File: config.mk
export PLATFORM = sky130hd
export DESIGN_NAME = base64_stream_encoder
export DESIGN_NICKNAME = d
export VERILOG_FILES = /design/src/rtl/b64e_pkg.sv /design/src/rtl/b64e_front.sv /design/src/rtl/b64e_queue.sv /design/src/rtl/b64e_back.sv /design/src/rtl/base64_stream_encoder.sv
export SDC_FILE = /design/constraint.sdc
export NUM_CORES = 1
export LEC_CHECK = 0
export BUFFER_PORTS_ARGS = -buffer_cell sky130_fd_sc_hd__buf_2
export CORE_ASPECT_RATIO = 0.9
export CORE_MARGIN = 1
export CORE_UTILIZATION = 35
export CTS_CLUSTER_SIZE = 10
export DETAILED_ROUTE_END_ITERATION = 12
export PLACE_DENSITY = 0.62
export SETUP_SLACK_MARGIN = 0.3
export SYNTH_ARGS = -nofsm -noshare
export SYNTH_HDL_FRONTEND = slang
export SYNTH_SLANG_ARGS = --single-unit
File: constraint.sdc
create_clock -name clk -period 5.15 [get_ports clk]
set_clock_uncertainty 0.2 [all_clocks]
set_input_delay 0.515 -clock clk [delete_from_list [all_inputs] [get_ports clk]]
set_output_delay 0.515 -clock clk [all_outputs]
set_load 0.02 [all_outputs]
File: src/rtl/b64e_pkg.sv
// Shared types, constants and the character mapping of the base64 encoder.
// No dependencies; every other file takes names from here by scope.
package b64e_pkg;

  localparam logic [6:0] PAD_CHAR  = 7'h3D;
  localparam logic [5:0] SIX_MASK  = 6'h3F;
  localparam int         QDEPTH    = 2;

  localparam logic [1:0] HELD_ONE   = 2'd1;
  localparam logic [1:0] HELD_TWO   = 2'd2;
  localparam logic [1:0] HELD_THREE = 2'd3;

  typedef struct packed {
    logic [23:0] group;
    logic [1:0]  held;
    logic        fin;
  } grp_t;

  typedef struct packed {
    logic       full;
    logic       empty;
  } q_stat_t;

  typedef struct packed {
    logic [1:0] pend_cnt;
  } front_stat_t;

  function automatic logic [6:0] b64_char(input logic [5:0] v);
    logic [7:0] c;
    case (v) inside
      [6'd0:6'd25]:  c = 8'h41 + {2'b00, v};
      [6'd26:6'd51]: c = 8'h61 + {2'b00, v} - 8'd26;
      [6'd52:6'd61]: c = 8'h30 + {2'b00, v} - 8'd52;
      6'd62:         c = 8'h2B;
      default:       c = 8'h2F;
    endcase
    return c[6:0];
  endfunction

endpackage

File: src/rtl/b64e_front.sv
// Front end: accepts input bytes, gathers them into groups of three.
// Pushes a complete or final group to the queue. Uses b64e_pkg.
module b64e_front (
  input  logic                  clk,
  input  logic                  rst_n,
  input  logic                  in_valid,
  output logic                  in_ready,
  input  logic [7:0]            in_data_byte,
  input  logic                  in_final_byte,
  output logic                  push_valid,
  input  logic                  push_ready,
  output b64e_pkg::grp_t        push_data,
  output b64e_pkg::front_stat_t stat
);

  logic [1:0]  pend_cnt_r, pend_cnt_nxt;
  logic [15:0] pend_r, pend_nxt;
  logic [1:0]  held;
  logic        emit;
  logic        take;

  assign in_ready = push_ready;
  assign take     = in_valid && in_ready;

  always_comb begin
    held            = pend_cnt_r + 2'd1;
    push_data.held  = held;
    push_data.fin   = in_final_byte;
    case (pend_cnt_r)
      2'd0:    push_data.group = {in_data_byte, 16'h0000};
      2'd1:    push_data.group = {pend_r[15:8], in_data_byte, 8'h00};
      default: push_data.group = {pend_r[15:8], pend_r[7:0], in_data_byte};
    endcase
    emit       = in_final_byte || (held == b64e_pkg::HELD_THREE);
    push_valid = in_valid && emit;

    pend_cnt_nxt = pend_cnt_r;
    pend_nxt     = pend_r;
    if (take) begin
      if (emit) begin
        pend_cnt_nxt = 2'd0;
        pend_nxt     = 16'h0000;
      end else if (pend_cnt_r == 2'd0) begin
        pend_cnt_nxt = 2'd1;
        pend_nxt     = {in_data_byte, 8'h00};
      end else begin
        pend_cnt_nxt = 2'd2;
        pend_nxt     = {pend_r[15:8], in_data_byte};
      end
    end
  end

  always_ff @(posedge clk) begin
    if (!rst_n) begin
      pend_cnt_r <= 2'd0;
      pend_r     <= 16'h0000;
    end else begin
      pend_cnt_r <= pend_cnt_nxt;
      pend_r     <= pend_nxt;
    end
  end

  assign stat.pend_cnt = pend_cnt_r;

endmodule

File: src/rtl/b64e_queue.sv
// Two-entry group queue between front and back ends.
// Uses b64e_pkg for the entry type and depth.
module b64e_queue (
  input  logic              clk,
  input  logic              rst_n,
  input  logic              push_valid,
  output logic              push_ready,
  input  b64e_pkg::grp_t    push_data,
  output logic              head_valid,
  input  logic              pop,
  output b64e_pkg::grp_t    head_data,
  output b64e_pkg::q_stat_t stat
);

  b64e_pkg::grp_t ent_r [b64e_pkg::QDEPTH];
  logic           wr_ptr_r, wr_ptr_nxt;
  logic           rd_ptr_r, rd_ptr_nxt;
  logic [1:0]     cnt_r, cnt_nxt;
  logic           do_push;
  logic           do_pop;

  assign push_ready = (cnt_r != 2'(b64e_pkg::QDEPTH));
  assign head_valid = (cnt_r != 2'd0);
  assign head_data  = ent_r[rd_ptr_r];
  assign do_push    = push_valid && push_ready;
  assign do_pop     = pop && head_valid;

  always_comb begin
    wr_ptr_nxt = do_push ? ~wr_ptr_r : wr_ptr_r;
    rd_ptr_nxt = do_pop  ? ~rd_ptr_r : rd_ptr_r;
    cnt_nxt    = cnt_r + {1'b0, do_push} - {1'b0, do_pop};
  end

  always_ff @(posedge clk) begin
    if (!rst_n) begin
      wr_ptr_r <= 1'b0;
      rd_ptr_r <= 1'b0;
      cnt_r    <= 2'd0;
    end else begin
      wr_ptr_r <= wr_ptr_nxt;
      rd_ptr_r <= rd_ptr_nxt;
      cnt_r    <= cnt_nxt;
    end
  end

  always_ff @(posedge clk) begin
    if (do_push) begin
      ent_r[wr_ptr_r] <= push_data;
    end
  end

  assign stat.full  = !push_ready;
  assign stat.empty = !head_valid;

endmodule

File: src/rtl/b64e_back.sv
// Back end: serializes the queue head into four characters, one a beat.
// Drives the registered result channel. Uses b64e_pkg.
module b64e_back (
  input  logic           clk,
  input  logic           rst_n,
  input  logic           head_valid,
  input  b64e_pkg::grp_t head_data,
  output logic           pop,
  output logic           out_valid,
  input  logic           out_ready,
  output logic [6:0]     out_code_char,
  output logic           out_run_end,
  output logic           out_stream_end
);

  logic [1:0] idx_r, idx_nxt;
  logic       out_valid_r, out_valid_nxt;
  logic [6:0] char_r, char_nxt;
  logic       run_end_r, run_end_nxt;
  logic       stream_end_r, stream_end_nxt;
  logic       load;
  logic       step;
  logic [5:0] sextet;

  assign load = !out_valid_r || out_ready;
  assign step = load && head_valid;
  assign pop  = step && (idx_r == 2'd3);

  always_comb begin
    case (idx_r)
      2'd0:    sextet = head_data.group[23:18] & b64e_pkg::SIX_MASK;
      2'd1:    sextet = head_data.group[17:12] & b64e_pkg::SIX_MASK;
      2'd2:    sextet = head_data.group[11:6]  & b64e_pkg::SIX_MASK;
      default: sextet = head_data.group[5:0]   & b64e_pkg::SIX_MASK;
    endcase
    char_nxt = b64e_pkg::b64_char(sextet);
    if ((idx_r == 2'd2) && (head_data.held == b64e_pkg::HELD_ONE)) begin
      char_nxt = b64e_pkg::PAD_CHAR;
    end
    if ((idx_r == 2'd3) && (head_data.held != b64e_pkg::HELD_THREE)) begin
      char_nxt = b64e_pkg::PAD_CHAR;
    end
    run_end_nxt    = (idx_r == 2'd3);
    stream_end_nxt = run_end_nxt && head_data.fin;
    out_valid_nxt  = load ? head_valid : out_valid_r;
    idx_nxt        = step ? idx_r + 2'd1 : idx_r;
  end

  always_ff @(posedge clk) begin
    if (!rst_n) begin
      idx_r       <= 2'd0;
      out_valid_r <= 1'b0;
    end else begin
      idx_r       <= idx_nxt;
      out_valid_r <= out_valid_nxt;
    end
  end

  always_ff @(posedge clk) begin
    if (step) begin
      char_r       <= char_nxt;
      run_end_r    <= run_end_nxt;
      stream_end_r <= stream_end_nxt;
    end
  end

  assign out_valid      = out_valid_r;
  assign out_code_char  = char_r;
  assign out_run_end    = run_end_r;
  assign out_stream_end = stream_end_r;

endmodule

File: src/rtl/base64_stream_encoder.sv
// Top level of the streaming base64 encoder: front end, group queue, back end.
// Depends on b64e_pkg, b64e_front, b64e_queue and b64e_back.
//
// Bytes enter one a beat, each with a last-byte flag. Every third byte of a
// group, and every byte flagged last, produces four ASCII characters (missing
// positions padded with '='), sent one a beat with run_end on the fourth and
// stream_end on the fourth of the last group. The front end takes one byte a
// cycle while the two-entry queue has room; the back end sends one character
// a cycle while out_ready allows, so sustained throughput on full groups is
// set by the single-character result channel. The group that a byte closes is
// written to the queue, then its first character is registered in the back end.
module base64_stream_encoder (
  input  logic       clk,
  input  logic       rst_n,
  input  logic       in_valid,
  output logic       in_ready,
  input  logic [7:0] in_data_byte,
  input  logic       in_final_byte,
  output logic       out_valid,
  input  logic       out_ready,
  output logic [6:0] out_code_char,
  output logic       out_run_end,
  output logic       out_stream_end
);

  logic                  push_valid;
  logic                  push_ready;
  b64e_pkg::grp_t        push_data;
  logic                  head_valid;
  b64e_pkg::grp_t        head_data;
  logic                  pop;
  b64e_pkg::q_stat_t     q_stat;
  b64e_pkg::front_stat_t f_stat;

  b64e_front u_front (
    .clk           (clk),
    .rst_n         (rst_n),
    .in_valid      (in_valid),
    .in_ready      (in_ready),
    .in_data_byte  (in_data_byte),
    .in_final_byte (in_final_byte),
    .push_valid    (push_valid),
    .push_ready    (push_ready),
    .push_data     (push_data),
    .stat          (f_stat)
  );

  b64e_queue u_queue (
    .clk        (clk),
    .rst_n      (rst_n),
    .push_valid (push_valid),
    .push_ready (push_ready),
    .push_data  (push_data),
    .head_valid (head_valid),
    .pop        (pop),
    .head_data  (head_data),
    .stat       (q_stat)
  );

  b64e_back u_back (
    .clk            (clk),
    .rst_n          (rst_n),
    .head_valid     (head_valid),
    .head_data      (head_data),
    .pop            (pop),
    .out_valid      (out_valid),
    .out_ready      (out_ready),
    .out_code_char  (out_code_char),
    .out_run_end    (out_run_end),
    .out_stream_end (out_stream_end)
  );

  a_stream_end_on_run_end: assert property (@(posedge clk) disable iff (!rst_n)
    out_valid && out_stream_end |-> out_run_end)
    else $error("stream_end without run_end");

  a_pad_runs_to_end: assert property (@(posedge clk) disable iff (!rst_n)
    out_valid && out_ready && !out_run_end && (out_code_char == b64e_pkg::PAD_CHAR)
    |=> out_valid && (out_code_char == b64e_pkg::PAD_CHAR))
    else $error("pad not followed by pad");

  a_pend_cnt_range: assert property (@(posedge clk) disable iff (!rst_n)
    f_stat.pend_cnt != 2'd3)
    else $error("front holds three bytes");

  a_pop_needs_entry: assert property (@(posedge clk) disable iff (!rst_n)
    pop |-> !q_stat.empty)
    else $error("pop from empty queue");

endmodule
==> results.py <==
metrics = {
    "place": {
        "finalWeightedCongestion": 0.815,
        "hpwl_um": 5640,
        "port_buffers": 23,
        "dp_slack_ns": 1.80,
    },
    "clock_network": {
        "root_buffer": "clkbuf_16",
        "cts_setup_buffers": 0,
        "worstSkewPairLatency_ns": 0.34,
        "ctsHoldBuffers": 0,
        "cts.sinks": 89,
        "cts_buffers": 9,
        "cts_buffer_depth": 2,
        "cts-resized-gates": 0,
        "cts_max_level": 3,
        "cts_tree": "done",
        "clk_pin_slew_ns": 0.06,
    },
    "route": {
        "maxUsedRoutingLayer": "met4",
        "met3WireLength_um": 303,
        "drtIter0Drc": 134,
        "vias": 2491,
        "wl_per_cell_um": 15.9,
        "ant_nets": 0,
        "wl_met1_um": 3940,
        "met2WireLength_um": 3610,
        "routed_wl_um": 7930,
        "first_pass_iters": 4,
        "viasPerCell": 5.00,
        "drc_errors": 0,
    },
    "power_and_ir_drop": {
        "power_mw": 1.88,
        "p_leak_nw": 1.66,
        "p_per_area_nw_per_um2": 410,
        "max-vdd-ir-drop_mv": 0.235,
    },
    "layout": {
        "n_fill_cell": 1069,
        "area_delta_synth_final_pct": 12.9,
        "diodes": 0,
        "drive_above_1_share": 0.153,
        "final_cell_mix": "edfxtp_1 (63), nand2_1 (27), dfxtp_1 (26)",
        "nets": 368,
        "final_common_cell": "edfxtp_1",
    },
    "worst_setup_path": {
        "cp_top_family": "flip-flops",
        "path_cells": "nor2b_1 > nand3_1 > nand3_1 > inv_1 > ha_1 > inv_1 > nand2_1 > a311oi_1 > o21bai_4 > o211a_1 > o21ai_1",
        "critPathKind": "flip-flop to flip-flop",
        "cp_num_cells": 11,
        "critPathRequiredTime_ns": 5.02,
        "critical_path_arrival_ns": 3.21,
        "cp.buffers_inverters": 2,
        "endpoint_kind": "flip-flop",
        "cpMaxStageDelayCell": "dfxtp_1",
        "worstPathMaxFanout": 17,
        "start_kind": "flip-flop",
        "cpPeakStageDelay_ns": 0.86,
        "r2r_cells": 11,
    },
    "sta": {
        "period_minus_slack_ns": 3.34,
        "tns_ns": 0,
        "setup_slack_ns": 1.81,
        "finalHoldViolations": 0,
        "tightest_slew_ns": 0.968,
        "slew_headroom": 0.352,
        "post-route-period-util": 0.648,
        "final_max_slew_viol_count": 0,
        "clock.fmax_ghz": 0.300,
        "setup_viol": 0,
        "rsz0062_at_grt": "no",
    },
    "synth": {
        "muxShareOfSynthArea": 0.0480,
        "synthFlopType": "edfxtp_1",
        "yosysSeqAreaShare": 0.593,
        "postSynthAreaPerCell_um2": 12.6,
        "synthSimpleGateAreaFrac": 0.114,
        "ys_types": 50,
        "syn_inst": 323,
        "synth_top_family_by_area": "compound AO/OA/AOI/OAI gates",
        "synthXorXnorAreaFrac": 0.0172,
        "ys_warn_count": 0,
        "ys_ff_latch": 89,
        "synth_compound_area_frac": 0.149,
        "syn-num-nets": 350,
        "synthAdderAreaFrac": 0.0431,
        "async_flop_share": 0,
        "synthesis.area_um2": 4070,
        "synth_edf_count": 63,
    },
    "floorplan": {
        "io_pins": 24,
        "die-width_um": 116,
        "initial_utilization": 0.367,
        "dieHeight_um": 104,
        "num_rows": 36,
        "die-area_um2": 12100,
        "core_area_um2": 11100,
    },
    "flow_run": {
        "max_cap_viol_count": 0,
    },
    "global_route": {
        "antenna_found_initial": 0,
        "grt_pass1_vias": 2352,
        "track_usage": 0.139,
        "grt_max_degree": 28,
        "grt_pass1_wl_um": 12600,
        "overflow": 0,
    },
    "min_path": {
        "min_path_cells": 1,
        "hp-class": "primary input to flip-flop",
    },
    "run_status": {
        "outcome": "finished clean",
    },
}
[kinds of logic after synthesis]
kind of cell	after synthesis
xor+xnor	8
flops	89
fa+ha+maj	14
buf+inv	31
mux	18
compound gates	73
simple gates	90
[state kept, by name, summed over array words and instances (netlist names), 2 cells and up, named ones only]
name	count
u_front.stat	2
u_back.idx_r	2
u_front.pend_r	16
u_queue.ent_r	54
u_queue.cnt_r	2
u_back.out_code_char	7
[synthesized netlist by cell type, types with 2 or more instances]
cell type   n  area share
o21a_1      3      0.0055
nand3_1    14       0.017
nand2_1    27       0.025
mux2_2      3      0.0083
a21o_1      2      0.0037
ha_1       14       0.043
nor2b_1     6      0.0092
dfxtp_1    26        0.13
nand2b_1    9       0.014
and2_1     16       0.025
o211ai_1    2      0.0037
nor2_1     10      0.0092
o21ai_1     2      0.0025
nor3_1      2      0.0025
mux2_1      5       0.014
xor2_1      3      0.0065
a22o_1     24       0.052
a21oi_1     4      0.0049
buf_6       2      0.0055
mux2i_1     9       0.022
edfxtp_1   63        0.47
buf_2       4      0.0049
inv_1      13       0.012
a222oi_1    2      0.0049
xnor2_1     5       0.011
a21boi_0    2      0.0037
o21ai_0    10       0.012
a311oi_2    2      0.0074
a22oi_1     9       0.017
clkbuf_1   10      0.0092
[final cells by class]
type                            instances  area (um2)  share of cell area
Sequential cell                        89        2410               0.525
Multi-Input combinational cell        203        1510               0.329
Clock buffer                           10         229              0.0498
Tap cell                              152         190              0.0414
Timing Repair Buffer                   25         130              0.0283
Clock inverter                          6        73.8              0.0161
Inverter                               13        48.8              0.0106
[per-stage QoR]
step	instance area, um2	hold WS, ns	utilization	instances
after floorplan	4070	0.241	-	323
after global placement	4290	0.259	0.387	482
final	4590	0.223	0.415	498
after global routing	4590	0.221	0.415	498
after detailed placement	4290	0.261	0.387	482
after CTS	4590	0.214	0.415	498
[report_power, final]
part | switching [mW] | internal (mW) | total, mW
sequential | 0.0151 | 0.832 | 0.847
combinational | 0.231 | 0.141 | 0.372
clock | 0.282 | 0.383 | 0.665
total | 0.528 | 1.36 | 1.88
[routing by layer]
layer,vias to the layer above,GRT usage
met4,0,0.0449
met3,7,0.0355
met5,-,0
li1,1232,-
met2,46,0.207
met1,1206,0.195
[worst reg2reg max path: stages, from the launching register on]
cell and delay (ns):
dfxtp_1 0.86, nor2b_1 0.37, nand3_1 0.12, nand3_1 0.24, inv_1 0.15, ha_1 0.21, inv_1 0.06, nand2_1 0.05
a311oi_1 0.34, o21bai_4 0.23, o211a_1 0.18, o21ai_1 0.06
[final timing paths]
kind	startpoint	end	slack, ns
worst min-delay path	in_final_byte	u_queue.ent_r[1][0]	0.22
worst max register to register	flip-flop	u_back.out_code_char[4]	1.81
worst max-delay path	flip-flop	u_back.out_code_char[4]	1.81
worst min register to register	u_front.pend_r[0]	u_front.pend_r[0]	0.27
No activity file was read; power rests on OpenSTA's default activity.
